<file path="src/hdl/brtu_pkg.sv">
// ----------------------------------------------------------------------------
// brtu_pkg: shared definitions of the trace upsampler
// widths, register indexes, sequencer states and the hand-over record
// ----------------------------------------------------------------------------
package brtu_pkg;

  // points emitted per sample
  localparam int unsigned POINTS_PER_SAMPLE = 40;
  localparam int unsigned CNT_W = $clog2(POINTS_PER_SAMPLE);
  localparam int unsigned REM_W = $clog2(POINTS_PER_SAMPLE);

  localparam int unsigned SAMPLE_W = 8;
  localparam int unsigned BASE_W   = 16;
  localparam int unsigned GAIN_W   = 7;
  localparam int unsigned SHIFT_W  = 4;

  // configuration port
  localparam int unsigned CFG_IDX_W  = 1;
  localparam int unsigned CFG_DATA_W = 7;

  typedef enum logic [CFG_IDX_W-1:0] {
    CFG_DEVIATION_GAIN = 1'b0,
    CFG_AVERAGE_SHIFT  = 1'b1
  } cfg_idx_e;

  localparam logic [GAIN_W-1:0]   GAIN_RESET  = GAIN_W'(16);
  localparam logic [SHIFT_W-1:0]  SHIFT_RESET = SHIFT_W'(4);
  localparam logic [SAMPLE_W-1:0] CENTRE      = SAMPLE_W'(128);
  localparam logic [SAMPLE_W-1:0] SAT_MAX     = SAMPLE_W'(255);

  typedef enum logic [1:0] {
    TGT_IDLE,
    TGT_BASE,
    TGT_GAIN
  } tgt_state_e;

  typedef enum logic [1:0] {
    RAMP_IDLE,
    RAMP_DIV,
    RAMP_EMIT
  } ramp_state_e;

  // new target handed from the target stage to the ramp engine
  typedef struct packed {
    logic                valid;
    logic                first;
    logic [SAMPLE_W-1:0] target;
  } tgt_req_t;

endpackage

</file>
<file path="src/hdl/brtu_if.sv">
// ----------------------------------------------------------------------------
// brtu_if: request channels of the trace upsampler
// sample channel in, trace point channel out, valid/ready handshake
// ----------------------------------------------------------------------------
interface brtu_in_if;
  logic                          valid;
  logic                          ready;
  logic [brtu_pkg::SAMPLE_W-1:0] noise_sample;

  modport source (output valid, output noise_sample, input ready);
  modport sink   (input valid, input noise_sample, output ready);
endinterface

interface brtu_out_if;
  logic                          valid;
  logic                          ready;
  logic [brtu_pkg::SAMPLE_W-1:0] trace_value;
  logic                          last_point;

  modport source (output valid, output trace_value, output last_point, input ready);
  modport sink   (input valid, input trace_value, input last_point, output ready);
endinterface

</file>
<file path="src/hdl/baseline_removed_trace_upsampler_unit.sv">
// ----------------------------------------------------------------------------
// baseline_removed_trace_upsampler_unit: baseline removal and trace upsampling
// turns each noise sample into a ramp of display points around a tracked mean
// ----------------------------------------------------------------------------
// Each accepted noise sample updates an 8.8 fixed point moving average (the
// first sample after reset seeds it), multiplies the deviation of the sample
// from the integer baseline by deviation_gain, centres it at 128 and clips it
// to 0..255. The unit then sends 40 points that ramp linearly, truncating
// toward zero, from the previous target to the new one; the 40th point equals
// the target and carries last_point. Each sample passes in order through the
// target steps (baseline update, gain multiply and hand-over to the ramp
// engine), a short middle phase in which the shared compare/subtract unit
// splits the step, the distance between old and new target, into a
// per-point quotient and remainder, and the point phase, which reuses that
// unit to accumulate the ramp, one point per cycle into the output register
// whenever that register is empty or its point is being taken. The sample
// channel is ready again as soon as the final point has been loaded, even if
// it still waits to be taken. Output back-pressure only stretches the point
// phase. Configuration writes are meant for idle periods.
// ----------------------------------------------------------------------------
module baseline_removed_trace_upsampler_unit (
  input  logic                             clk_i,
  input  logic                             rst_ni,
  input  logic                             cfg_we_i,
  input  logic [brtu_pkg::CFG_IDX_W-1:0]   cfg_idx_i,
  input  logic [brtu_pkg::CFG_DATA_W-1:0]  cfg_data_i,
  brtu_in_if.sink                          sample_i,
  brtu_out_if.source                       trace_o
);

  // configuration registers
  logic [brtu_pkg::GAIN_W-1:0]  gain_q;
  logic [brtu_pkg::SHIFT_W-1:0] shift_q;

  logic               tgt_busy;
  logic               ramp_busy;
  brtu_pkg::tgt_req_t tgt_req;
  logic               accept;

  always_ff @(posedge clk_i or negedge rst_ni) begin
    if (!rst_ni) begin
      gain_q  <= brtu_pkg::GAIN_RESET;
      shift_q <= brtu_pkg::SHIFT_RESET;
    end else if (cfg_we_i) begin
      unique case (brtu_pkg::cfg_idx_e'(cfg_idx_i))
        brtu_pkg::CFG_DEVIATION_GAIN: gain_q  <= cfg_data_i[brtu_pkg::GAIN_W-1:0];
        brtu_pkg::CFG_AVERAGE_SHIFT:  shift_q <= cfg_data_i[brtu_pkg::SHIFT_W-1:0];
        default: ;
      endcase
    end
  end

  // one sample in flight at a time
  assign sample_i.ready = !tgt_busy && !ramp_busy;
  assign accept         = sample_i.valid && sample_i.ready;

  // baseline and target stage
  brtu_target u_target (
    .clk_i    (clk_i),
    .rst_ni   (rst_ni),
    .start_i  (accept),
    .sample_i (sample_i.noise_sample),
    .gain_i   (gain_q),
    .shift_i  (shift_q),
    .busy_o   (tgt_busy),
    .req_o    (tgt_req)
  );

  // ramp engine with output register
  brtu_ramp u_ramp (
    .clk_i   (clk_i),
    .rst_ni  (rst_ni),
    .req_i   (tgt_req),
    .busy_o  (ramp_busy),
    .trace_o (trace_o)
  );

  // the two stages never hold a sample at once
  assert property (@(posedge clk_i) disable iff (!rst_ni)
    !(tgt_busy && ramp_busy))
    else $error("target stage and ramp engine busy together");

  // an accepted request blocks the next one
  assert property (@(posedge clk_i) disable iff (!rst_ni)
    accept |=> !sample_i.ready)
    else $error("sample channel ready right after a request");

  // a final point is never followed straight away by another final point
  assert property (@(posedge clk_i) disable iff (!rst_ni)
    (trace_o.valid && trace_o.ready && trace_o.last_point)
      |=> !(trace_o.valid && trace_o.last_point))
    else $error("two final points in a row");

  // a target hand-over only reaches an idle ramp engine
  assert property (@(posedge clk_i) disable iff (!rst_ni)
    tgt_req.valid |-> !ramp_busy)
    else $error("target handed to a busy ramp engine");

endmodule

</file>
<file path="src/hdl/brtu_target.sv">
// ----------------------------------------------------------------------------
// brtu_target: baseline tracking and target computation
// moving average update, then gain multiply and saturation
// ----------------------------------------------------------------------------
module brtu_target (
  input  logic                           clk_i,
  input  logic                           rst_ni,
  input  logic                           start_i,
  input  logic [brtu_pkg::SAMPLE_W-1:0]  sample_i,
  input  logic [brtu_pkg::GAIN_W-1:0]    gain_i,
  input  logic [brtu_pkg::SHIFT_W-1:0]   shift_i,
  output logic                           busy_o,
  output brtu_pkg::tgt_req_t             req_o
);

  brtu_pkg::tgt_state_e state_q, state_d;

  logic [brtu_pkg::SAMPLE_W-1:0] sample_q;
  logic [brtu_pkg::BASE_W-1:0]   baseline_q;
  logic                          primed_q;
  logic                          first_q;
  logic signed [8:0]             dev_q;
  brtu_pkg::tgt_req_t            req_q;

  logic [brtu_pkg::BASE_W-1:0]   base_sel;
  logic [brtu_pkg::BASE_W-1:0]   x_val;
  logic signed [16:0]            diff;
  logic signed [16:0]            diff_sh;
  logic [brtu_pkg::BASE_W-1:0]   avg_new;
  logic signed [8:0]             dev_new;
  logic signed [16:0]            prod;
  logic signed [17:0]            biased;
  logic [brtu_pkg::SAMPLE_W-1:0] tgt_sat;

  // baseline update
  always_comb begin
    x_val    = {sample_q, 8'h00};
    base_sel = primed_q ? baseline_q : x_val;
    diff     = $signed({1'b0, x_val}) - $signed({1'b0, base_sel});
    diff_sh  = diff >>> shift_i;
    avg_new  = base_sel + diff_sh[brtu_pkg::BASE_W-1:0];
    dev_new  = $signed({1'b0, sample_q}) - $signed({1'b0, avg_new[15:8]});
  end

  // gain and saturation
  always_comb begin
    prod   = dev_q * $signed({1'b0, gain_i});
    biased = $signed({prod[16], prod}) + $signed({10'd0, brtu_pkg::CENTRE});
    priority if (biased < 0) begin
      tgt_sat = '0;
    end else if (biased > $signed({10'd0, brtu_pkg::SAT_MAX})) begin
      tgt_sat = brtu_pkg::SAT_MAX;
    end else begin
      tgt_sat = biased[brtu_pkg::SAMPLE_W-1:0];
    end
  end

  always_comb begin
    state_d = state_q;
    unique case (state_q)
      brtu_pkg::TGT_IDLE: if (start_i) state_d = brtu_pkg::TGT_BASE;
      brtu_pkg::TGT_BASE: state_d = brtu_pkg::TGT_GAIN;
      brtu_pkg::TGT_GAIN: state_d = brtu_pkg::TGT_IDLE;
      default:            state_d = brtu_pkg::TGT_IDLE;
    endcase
  end

  always_ff @(posedge clk_i or negedge rst_ni) begin
    if (!rst_ni) begin
      state_q    <= brtu_pkg::TGT_IDLE;
      baseline_q <= '0;
      primed_q   <= 1'b0;
      req_q      <= '0;
    end else begin
      state_q     <= state_d;
      req_q.valid <= (state_q == brtu_pkg::TGT_GAIN);
      if (state_q == brtu_pkg::TGT_BASE) begin
        baseline_q <= avg_new;
        primed_q   <= 1'b1;
      end
      if (state_q == brtu_pkg::TGT_GAIN) begin
        req_q.first  <= first_q;
        req_q.target <= tgt_sat;
      end
    end
  end

  always_ff @(posedge clk_i) begin
    if (state_q == brtu_pkg::TGT_IDLE && start_i) begin
      sample_q <= sample_i;
    end
    if (state_q == brtu_pkg::TGT_BASE) begin
      dev_q   <= dev_new;
      first_q <= !primed_q;
    end
  end

  assign busy_o = (state_q != brtu_pkg::TGT_IDLE) || req_q.valid;
  assign req_o  = req_q;

endmodule

</file>
<file path="src/hdl/brtu_ramp.sv">
// ----------------------------------------------------------------------------
// brtu_ramp: linear ramp generator
// one shared compare/subtract unit splits the step, then accumulates it
// ----------------------------------------------------------------------------
module brtu_ramp (
  input  logic               clk_i,
  input  logic               rst_ni,
  input  brtu_pkg::tgt_req_t req_i,
  output logic               busy_o,
  brtu_out_if.source         trace_o
);

  localparam logic [7:0] DIVISOR = 8'(brtu_pkg::POINTS_PER_SAMPLE);
  localparam logic [brtu_pkg::CNT_W-1:0] LAST_CNT =
    brtu_pkg::CNT_W'(brtu_pkg::POINTS_PER_SAMPLE - 1);

  brtu_pkg::ramp_state_e state_q, state_d;

  logic [brtu_pkg::SAMPLE_W-1:0] prev_q;
  logic [brtu_pkg::SAMPLE_W-1:0] start_q;
  logic [brtu_pkg::SAMPLE_W-1:0] target_q;
  logic                          neg_q;
  logic [7:0]                    div_r_q;
  logic [7:0]                    quo_q;
  logic [brtu_pkg::REM_W-1:0]    acc_r_q;
  logic [7:0]                    acc_q_q;
  logic [brtu_pkg::CNT_W-1:0]    cnt_q;
  logic                          out_valid_q;
  logic [brtu_pkg::SAMPLE_W-1:0] out_value_q;
  logic                          out_last_q;

  logic [brtu_pkg::SAMPLE_W-1:0] start_sel;
  logic [7:0]                    unit_a;
  logic [7:0]                    unit_diff;
  logic                          unit_ge;
  logic [7:0]                    acc_r_sum;
  logic [7:0]                    acc_r_next;
  logic [7:0]                    acc_q_next;
  logic [brtu_pkg::SAMPLE_W-1:0] point;
  logic                          load;
  logic                          is_last;

  assign start_sel = req_i.first ? req_i.target : prev_q;

  // shared compare/subtract against the point count
  assign acc_r_sum = 8'(acc_r_q) + div_r_q;
  assign unit_a    = (state_q == brtu_pkg::RAMP_DIV) ? div_r_q : acc_r_sum;
  assign unit_ge   = (unit_a >= DIVISOR);
  assign unit_diff = unit_a - DIVISOR;

  assign acc_r_next = unit_ge ? unit_diff : unit_a;
  assign acc_q_next = acc_q_q + quo_q + 8'(unit_ge);
  assign point      = neg_q ? (start_q - acc_q_next) : (start_q + acc_q_next);

  assign load    = (state_q == brtu_pkg::RAMP_EMIT) && (!out_valid_q || trace_o.ready);
  assign is_last = (cnt_q == LAST_CNT);

  always_comb begin
    state_d = state_q;
    unique case (state_q)
      brtu_pkg::RAMP_IDLE: if (req_i.valid) state_d = brtu_pkg::RAMP_DIV;
      brtu_pkg::RAMP_DIV:  if (!unit_ge) state_d = brtu_pkg::RAMP_EMIT;
      brtu_pkg::RAMP_EMIT: if (load && is_last) state_d = brtu_pkg::RAMP_IDLE;
      default:             state_d = brtu_pkg::RAMP_IDLE;
    endcase
  end

  always_ff @(posedge clk_i or negedge rst_ni) begin
    if (!rst_ni) begin
      state_q     <= brtu_pkg::RAMP_IDLE;
      prev_q      <= brtu_pkg::CENTRE;
      out_valid_q <= 1'b0;
    end else begin
      state_q <= state_d;
      if (load) begin
        out_valid_q <= 1'b1;
      end else if (trace_o.ready) begin
        out_valid_q <= 1'b0;
      end
      if (load && is_last) begin
        prev_q <= target_q;
      end
    end
  end

  always_ff @(posedge clk_i) begin
    unique case (state_q)
      brtu_pkg::RAMP_IDLE: begin
        if (req_i.valid) begin
          start_q  <= start_sel;
          target_q <= req_i.target;
          neg_q    <= (req_i.target < start_sel);
          div_r_q  <= (req_i.target < start_sel) ? (start_sel - req_i.target)
                                                 : (req_i.target - start_sel);
          quo_q    <= '0;
          acc_r_q  <= '0;
          acc_q_q  <= '0;
          cnt_q    <= '0;
        end
      end
      brtu_pkg::RAMP_DIV: begin
        if (unit_ge) begin
          div_r_q <= unit_diff;
          quo_q   <= quo_q + 8'd1;
        end
      end
      brtu_pkg::RAMP_EMIT: begin
        if (load) begin
          acc_r_q     <= acc_r_next[brtu_pkg::REM_W-1:0];
          acc_q_q     <= acc_q_next;
          cnt_q       <= cnt_q + 1'b1;
          out_value_q <= point;
          out_last_q  <= is_last;
        end
      end
      default: ;
    endcase
  end

  assign busy_o              = (state_q != brtu_pkg::RAMP_IDLE);
  assign trace_o.valid       = out_valid_q;
  assign trace_o.trace_value = out_value_q;
  assign trace_o.last_point  = out_last_q;

endmodule
</file>
<file path="src/flat_wrapper.sv">
// flat-port wrapper written by rule: the top's interface ports become plain ports
module baseline_removed_trace_upsampler_unit_flat 
  (clk_i, rst_ni, cfg_we_i, cfg_idx_i, cfg_data_i, sample_i_valid, sample_i_noise_sample, sample_i_ready, trace_o_valid, trace_o_trace_value, trace_o_last_point, trace_o_ready);
  brtu_in_if sample_i_i ();
  brtu_out_if trace_o_i ();
  input  logic clk_i;
  input  logic rst_ni;
  input  logic cfg_we_i;
  input  logic [brtu_pkg::CFG_IDX_W-1:0] cfg_idx_i;
  input  logic [brtu_pkg::CFG_DATA_W-1:0] cfg_data_i;
  input wire logic [$bits(sample_i_i.valid)-1:0] sample_i_valid;
  input wire logic [$bits(sample_i_i.noise_sample)-1:0] sample_i_noise_sample;
  output wire logic [$bits(sample_i_i.ready)-1:0] sample_i_ready;
  output wire logic [$bits(trace_o_i.valid)-1:0] trace_o_valid;
  output wire logic [$bits(trace_o_i.trace_value)-1:0] trace_o_trace_value;
  output wire logic [$bits(trace_o_i.last_point)-1:0] trace_o_last_point;
  input wire logic [$bits(trace_o_i.ready)-1:0] trace_o_ready;
  assign sample_i_i.valid = sample_i_valid;
  assign sample_i_i.noise_sample = sample_i_noise_sample;
  assign sample_i_ready = sample_i_i.ready;
  assign trace_o_valid = trace_o_i.valid;
  assign trace_o_trace_value = trace_o_i.trace_value;
  assign trace_o_last_point = trace_o_i.last_point;
  assign trace_o_i.ready = trace_o_ready;
  baseline_removed_trace_upsampler_unit u_core (.clk_i(clk_i), .rst_ni(rst_ni), .cfg_we_i(cfg_we_i), .cfg_idx_i(cfg_idx_i), .cfg_data_i(cfg_data_i), .sample_i(sample_i_i), .trace_o(trace_o_i));
endmodule
</file>
<file path="config.mk">
export PLATFORM = sky130hd
export DESIGN_NAME = baseline_removed_trace_upsampler_unit_flat
export DESIGN_NICKNAME = d
export VERILOG_FILES = /design/src/hdl/brtu_pkg.sv /design/src/hdl/brtu_if.sv /design/src/hdl/baseline_removed_trace_upsampler_unit.sv /design/src/hdl/brtu_target.sv /design/src/hdl/brtu_ramp.sv /design/src/flat_wrapper.sv
export SDC_FILE = /design/constraint.sdc
export NUM_CORES = 1
export LEC_CHECK = 0
export BUFFER_PORTS_ARGS = -buffer_cell sky130_fd_sc_hd__buf_4
export CAP_MARGIN = 20
export CORE_ASPECT_RATIO = 1.2
export CORE_MARGIN = 3
export CORE_UTILIZATION = 62
export CTS_CLUSTER_SIZE = 30
export DETAILED_ROUTE_END_ITERATION = 7
export PLACE_DENSITY = 0.9
export RECOVER_POWER = 50
export SETUP_SLACK_MARGIN = 0.4
export SYNTH_ARGS = -nofsm -noshare
export SYNTH_HDL_FRONTEND = slang
export SYNTH_SLANG_ARGS = --single-unit
</file>
<file path="constraint.sdc">
create_clock -name clk_i -period 9.03 [get_ports clk_i]
set_input_delay 1.3545 -clock clk_i [delete_from_list [all_inputs] [get_ports clk_i]]
set_output_delay 1.3545 -clock clk_i [all_outputs]
set_load 0.05 [all_outputs]
</file>
==> impl_metrics.tcl <==
set metrics [dict create \
    row_count 55 \
    number_of_global_route_vias_before_repair 9841 \
    hold_path_end "u_core.u_ramp.prev_q[7]$_DFFE_PN1P_" \
    tritoncts "yes" \
    highest-signal-layer "met4" \
    ys_top_cells_by_area "sky130_fd_sc_hd__edfxtp_1 (20%), sky130_fd_sc_hd__ha_1 (11%), sky130_fd_sc_hd__fa_1 (10%), sky130_fd_sc_hd__dfrtp_1 (10%), sky130_fd_sc_hd__inv_1 (5.1%)" \
    r2r-end "u_core.u_target.dev_q[8]$_DFFE_PN_" \
    initial_antenna_violation_count 0 \
    hold_viol_final 0 \
    routed-via-count 9428 \
    synthSimpleGateAreaFrac_pct 15.4 \
    period_needed_ns 7.47 \
    gr-total-overflow 0 \
    number_of_warnings_issued_by_yosys 0 \
    first_pass_grt_wire_length_um 45900 \
    timing.final.max_slew_violations 52 \
    postCtsSetupRepairBufs 0 \
    first_pass_iteration_count_of_the_detailed_router 6 \
    max_slew_headroom_pct -86.5 \
    fin_tns_setup_ns 0 \
    route.detailed.wl_per_inst_um 17.6 \
    pin_count 32 \
    timing.final.crit_share_pct 82.7 \
    crit_required_ns 9.32 \
    finish.cell_count_without_fillers 1546 \
    max-cap-violations 1 \
    min_from "u_core.u_ramp.target_q[7]$_DFFE_PP_" \
    synthesized_area_fraction_occupied_by_ao_oa_aoi_and_oai_cells_pct 13.6 \
    cp-start-kind "flip-flop" \
    place.detailed.instances 1514 \
    nNetsFinal 1469 \
    type_of_the_tightest_min_delay_check "reg2reg" \
    fp.coreArea_um2 18900 \
    synth_top_area_cell "sky130_fd_sc_hd__edfxtp_1" \
    met3_length_um 1360 \
    worstPathArrival_ns 7.75 \
    hold_slack_ns 0.474 \
    failed_checks "max-capacitance violations, max-slew violations" \
    synth-xor-area-share_pct 5.16 \
    achievable-frequency_mhz 134 \
    synthDominantCellAreaShare_pct 20.0 \
    yosys_register_bits 131 \
    cts_hold_buf 0 \
    global_route.usage.total_pct 26.9 \
    synth_async_sr_flop_share_pct 38.9 \
    critical_path_peak_fanout 24 \
    synthesis.instances 1257 \
    path_clk_slew_ns 0.06 \
    wl_met1_um 10100 \
    postRouteAntennaNets 0 \
    full_die_area_um2 21000 \
    whs_path_depth 1 \
    io_buffer_count 31 \
    antenna_cells_inserted 0 \
    synth_nets 1449 \
    setup_viol 0 \
    finalCoreUtilization_pct 68.3 \
    cts_buffer_depth 2 \
    synthDistinctLibCells 80 \
    htree_levels 4 \
    route.detailed.drc 0 \
    initial_core_util_pct 63.3 \
    slowest_stage "sky130_fd_sc_hd__dfrtp_1" \
    muxShareOfSynthArea_pct 6.34 \
    tightest_slew_ns 2.80 \
    cts_made_buffers 17 \
    worst_setup_path_end_kind "flip-flop" \
    place.gp.congestion 0.910 \
    final_routed_wirelength_um 27200 \
    cts_sinks 131 \
    die_w_um 133 \
    clock-skew-final_ns 0.0139 \
    routed-wl-met2_um 14700 \
    rr_startpoint "u_core.u_target.primed_q$_DFFE_PN0N_" \
    synth_enable_flop_cells 80 \
    syn2layout_area_growth_pct 7.85 \
    post_synth.cell_area_avg_um2 9.53 \
    detailedPlacementHpwl_um 19800 \
    routed_vias_inst 6.10 \
    sequential_area_share_after_synthesis_pct 30.7 \
    worstSetupPathType "reg2reg" \
    share_of_synthesized_cell_area_in_full_adder_half_adder_and_majority_cells_pct 21.7 \
    clock_tree.root_cell "sky130_fd_sc_hd__clkbuf_16" \
    worst_skew_pair.late_latency_ns 0.43 \
    run_status "finished, violations left" \
    initialDrtViolationCount 608 \
    grt_max_degree 52 \
    cts.repair.resized 0 \
    grt_setup_unrepaired "no" \
    synth_top_family_by_area "adder cells" \
    drive_gt1_share_pct 10.0 \
    floorplan.die.height_um 158 \
    top_flip_flop_cell_by_instance_count_after_synthesis "sky130_fd_sc_hd__edfxtp_1" \
    critical_path.max_stage_delay_ns 0.94 \
    netlist_area_um2 12000 \
    r2r_setup_slack_ns 1.56 \
    timing.reg2reg.worst_path_depth 30 \
]
-- synthesized netlist by cell type (7+ instances only) --
master and count:
sky130_fd_sc_hd__mux2i_1 35, sky130_fd_sc_hd__a31oi_1 7, sky130_fd_sc_hd__a22oi_1 12, sky130_fd_sc_hd__edfxtp_1 80, sky130_fd_sc_hd__o21ai_0 52, sky130_fd_sc_hd__fa_1 62
sky130_fd_sc_hd__inv_1 162, sky130_fd_sc_hd__dfrtp_1 48, sky130_fd_sc_hd__a21boi_0 7, sky130_fd_sc_hd__a21oi_1 71, sky130_fd_sc_hd__xor2_1 28, sky130_fd_sc_hd__a211oi_1 21
sky130_fd_sc_hd__and3_1 9, sky130_fd_sc_hd__nand2_1 102, sky130_fd_sc_hd__and2_1 62, sky130_fd_sc_hd__a21o_1 20, sky130_fd_sc_hd__ha_1 109, sky130_fd_sc_hd__mux2_2 27
sky130_fd_sc_hd__nand2b_1 19, sky130_fd_sc_hd__xnor2_1 40, sky130_fd_sc_hd__clkbuf_1 29, sky130_fd_sc_hd__nor2b_1 14, sky130_fd_sc_hd__nor3_1 31, sky130_fd_sc_hd__nor2_1 75
sky130_fd_sc_hd__nand3_1 19, sky130_fd_sc_hd__o31ai_1 9
-- worst max path at each step --
stage | from | end | slack, ns | depth (start not counted)
6_report | u_core.u_target.primed_q$_DFFE_PN0N_ | u_core.u_target.dev_q[8]$_DFFE_PN_ | 1.56 | 30
5_1_grt | u_core.u_target.primed_q$_DFFE_PN0N_ | u_core.u_target.dev_q[7]$_DFFE_PN_ | 1.05 | 29
4_1_cts | u_core.u_target.primed_q$_DFFE_PN0N_ | u_core.u_target.dev_q[8]$_DFFE_PN_ | 1.70 | 30
3_5_place_dp | u_core.u_target.primed_q$_DFFE_PN0N_ | u_core.u_target.dev_q[8]$_DFFE_PN_ | 1.95 | 30
3_3_place_gp | u_core.u_target.primed_q$_DFFE_PN0N_ | u_core.u_target.dev_q[8]$_DFFE_PN_ | 2.32 | 30
2_1_floorplan | u_core.u_target.primed_q$_DFFE_PN0N_ | u_core.u_target.dev_q[8]$_DFFE_PN_ | 2.75 | 30
-- layout by cell type, fill, tap and decap left out, types with 6 or more instances in the layout --
cell                        netlist  final
sky130_fd_sc_hd__mux2_2          27     27
sky130_fd_sc_hd__xnor2_1         40     40
sky130_fd_sc_hd__fa_1            62     62
sky130_fd_sc_hd__a211oi_1        21     21
sky130_fd_sc_hd__or2_2            6      6
sky130_fd_sc_hd__and3_1           9      9
sky130_fd_sc_hd__a22oi_1         12     12
sky130_fd_sc_hd__nor2b_1         14     14
sky130_fd_sc_hd__buf_4            0     26
sky130_fd_sc_hd__a21boi_0         7      7
sky130_fd_sc_hd__o21bai_1         6      6
sky130_fd_sc_hd__mux2i_1         35     35
sky130_fd_sc_hd__o21a_1           6      6
sky130_fd_sc_hd__nor3_1          31     31
sky130_fd_sc_hd__inv_6            0      6
sky130_fd_sc_hd__nor2_1          75     75
sky130_fd_sc_hd__ha_1           109    109
sky130_fd_sc_hd__xor2_1          28     28
sky130_fd_sc_hd__nand3_1         19     19
sky130_fd_sc_hd__clkbuf_16        0     18
sky130_fd_sc_hd__a21oi_1         71     71
sky130_fd_sc_hd__nand2_1        102    102
sky130_fd_sc_hd__clkbuf_4         0     10
sky130_fd_sc_hd__inv_1          162    162
sky130_fd_sc_hd__a31oi_1          7      7
sky130_fd_sc_hd__and2_1          62     59
sky130_fd_sc_hd__o21ai_0         52     51
sky130_fd_sc_hd__nand2b_1        19     19
sky130_fd_sc_hd__a21o_1          20     20
sky130_fd_sc_hd__dfrtp_1         48     48
sky130_fd_sc_hd__edfxtp_1        80     80
sky130_fd_sc_hd__o31ai_1          9      9
-- kinds of logic after synthesis --
logic type / Yosys count
compound gates: 249
mux: 67
flops: 131
xor+xnor: 69
simple gates: 369
fa+ha+maj: 171
buf+inv: 201
-- metrics by stage --
stage	setup WS, ns	cell area, um^2
4_1_cts	1.70	12900
6_report	1.56	12900
2_1_floorplan	2.75	12000
3_3_place_gp	2.32	12400
5_1_grt	1.05	12900
3_5_place_dp	1.95	12400
-- state kept, by name, summed over array words and instances, names as in the netlist, 7 cells and up --
signal / count
u_core.u_target.baseline_q: 16
u_core.u_target.dev_q: 9
u_core.u_ramp.acc_q_q: 8
u_core.u_ramp.quo_q: 8
u_core.u_ramp.target_q: 8
u_core.u_target.sample_q: 8
u_core.u_target.req_o: 10
u_core.u_ramp.trace_o.trace_value: 8
u_core.gain_q: 7
u_core.u_ramp.div_r_q: 8
u_core.u_ramp.prev_q: 8
u_core.u_ramp.start_q: 8
-- critical path, delay by kind of cell, from the launching register on --
| family | cells | cell delay, ns |
|---|---|---|
| xor gates and xnor gates | 1 | 0.13 |
| muxes | 1 | 0.27 |
| and+or+nand+nor | 4 | 0.57 |
| AOI/OAI and AO/OA | 18 | 3.90 |
| adders and majority gates | 4 | 1.18 |
| buffers and inverters | 2 | 0.32 |
| DFF | 1 | 0.94 |
-- layer usage --
layer / GRT usage, % / up-vias
met2: 51.8 / 372
met5: 0 / -
li1: - / 4387
met3: 3.98 / 107
met4: 12.3 / 0
met1: 29.2 / 4562
-- area by class of cell --
class | count | area (um^2)
Clock buffer | 18 | 450
Clock inverter | 14 | 114
Fill cell | 1375 | 6000
Inverter | 162 | 608
Multi-Input combinational cell | 925 | 7460
Sequential cell | 131 | 3680
Tap cell | 256 | 320
Timing Repair Buffer | 40 | 285
Power is left out: the tool's default activity adds up to more than one toggle a clock period on the data nets, which glitch-free logic cannot reach.
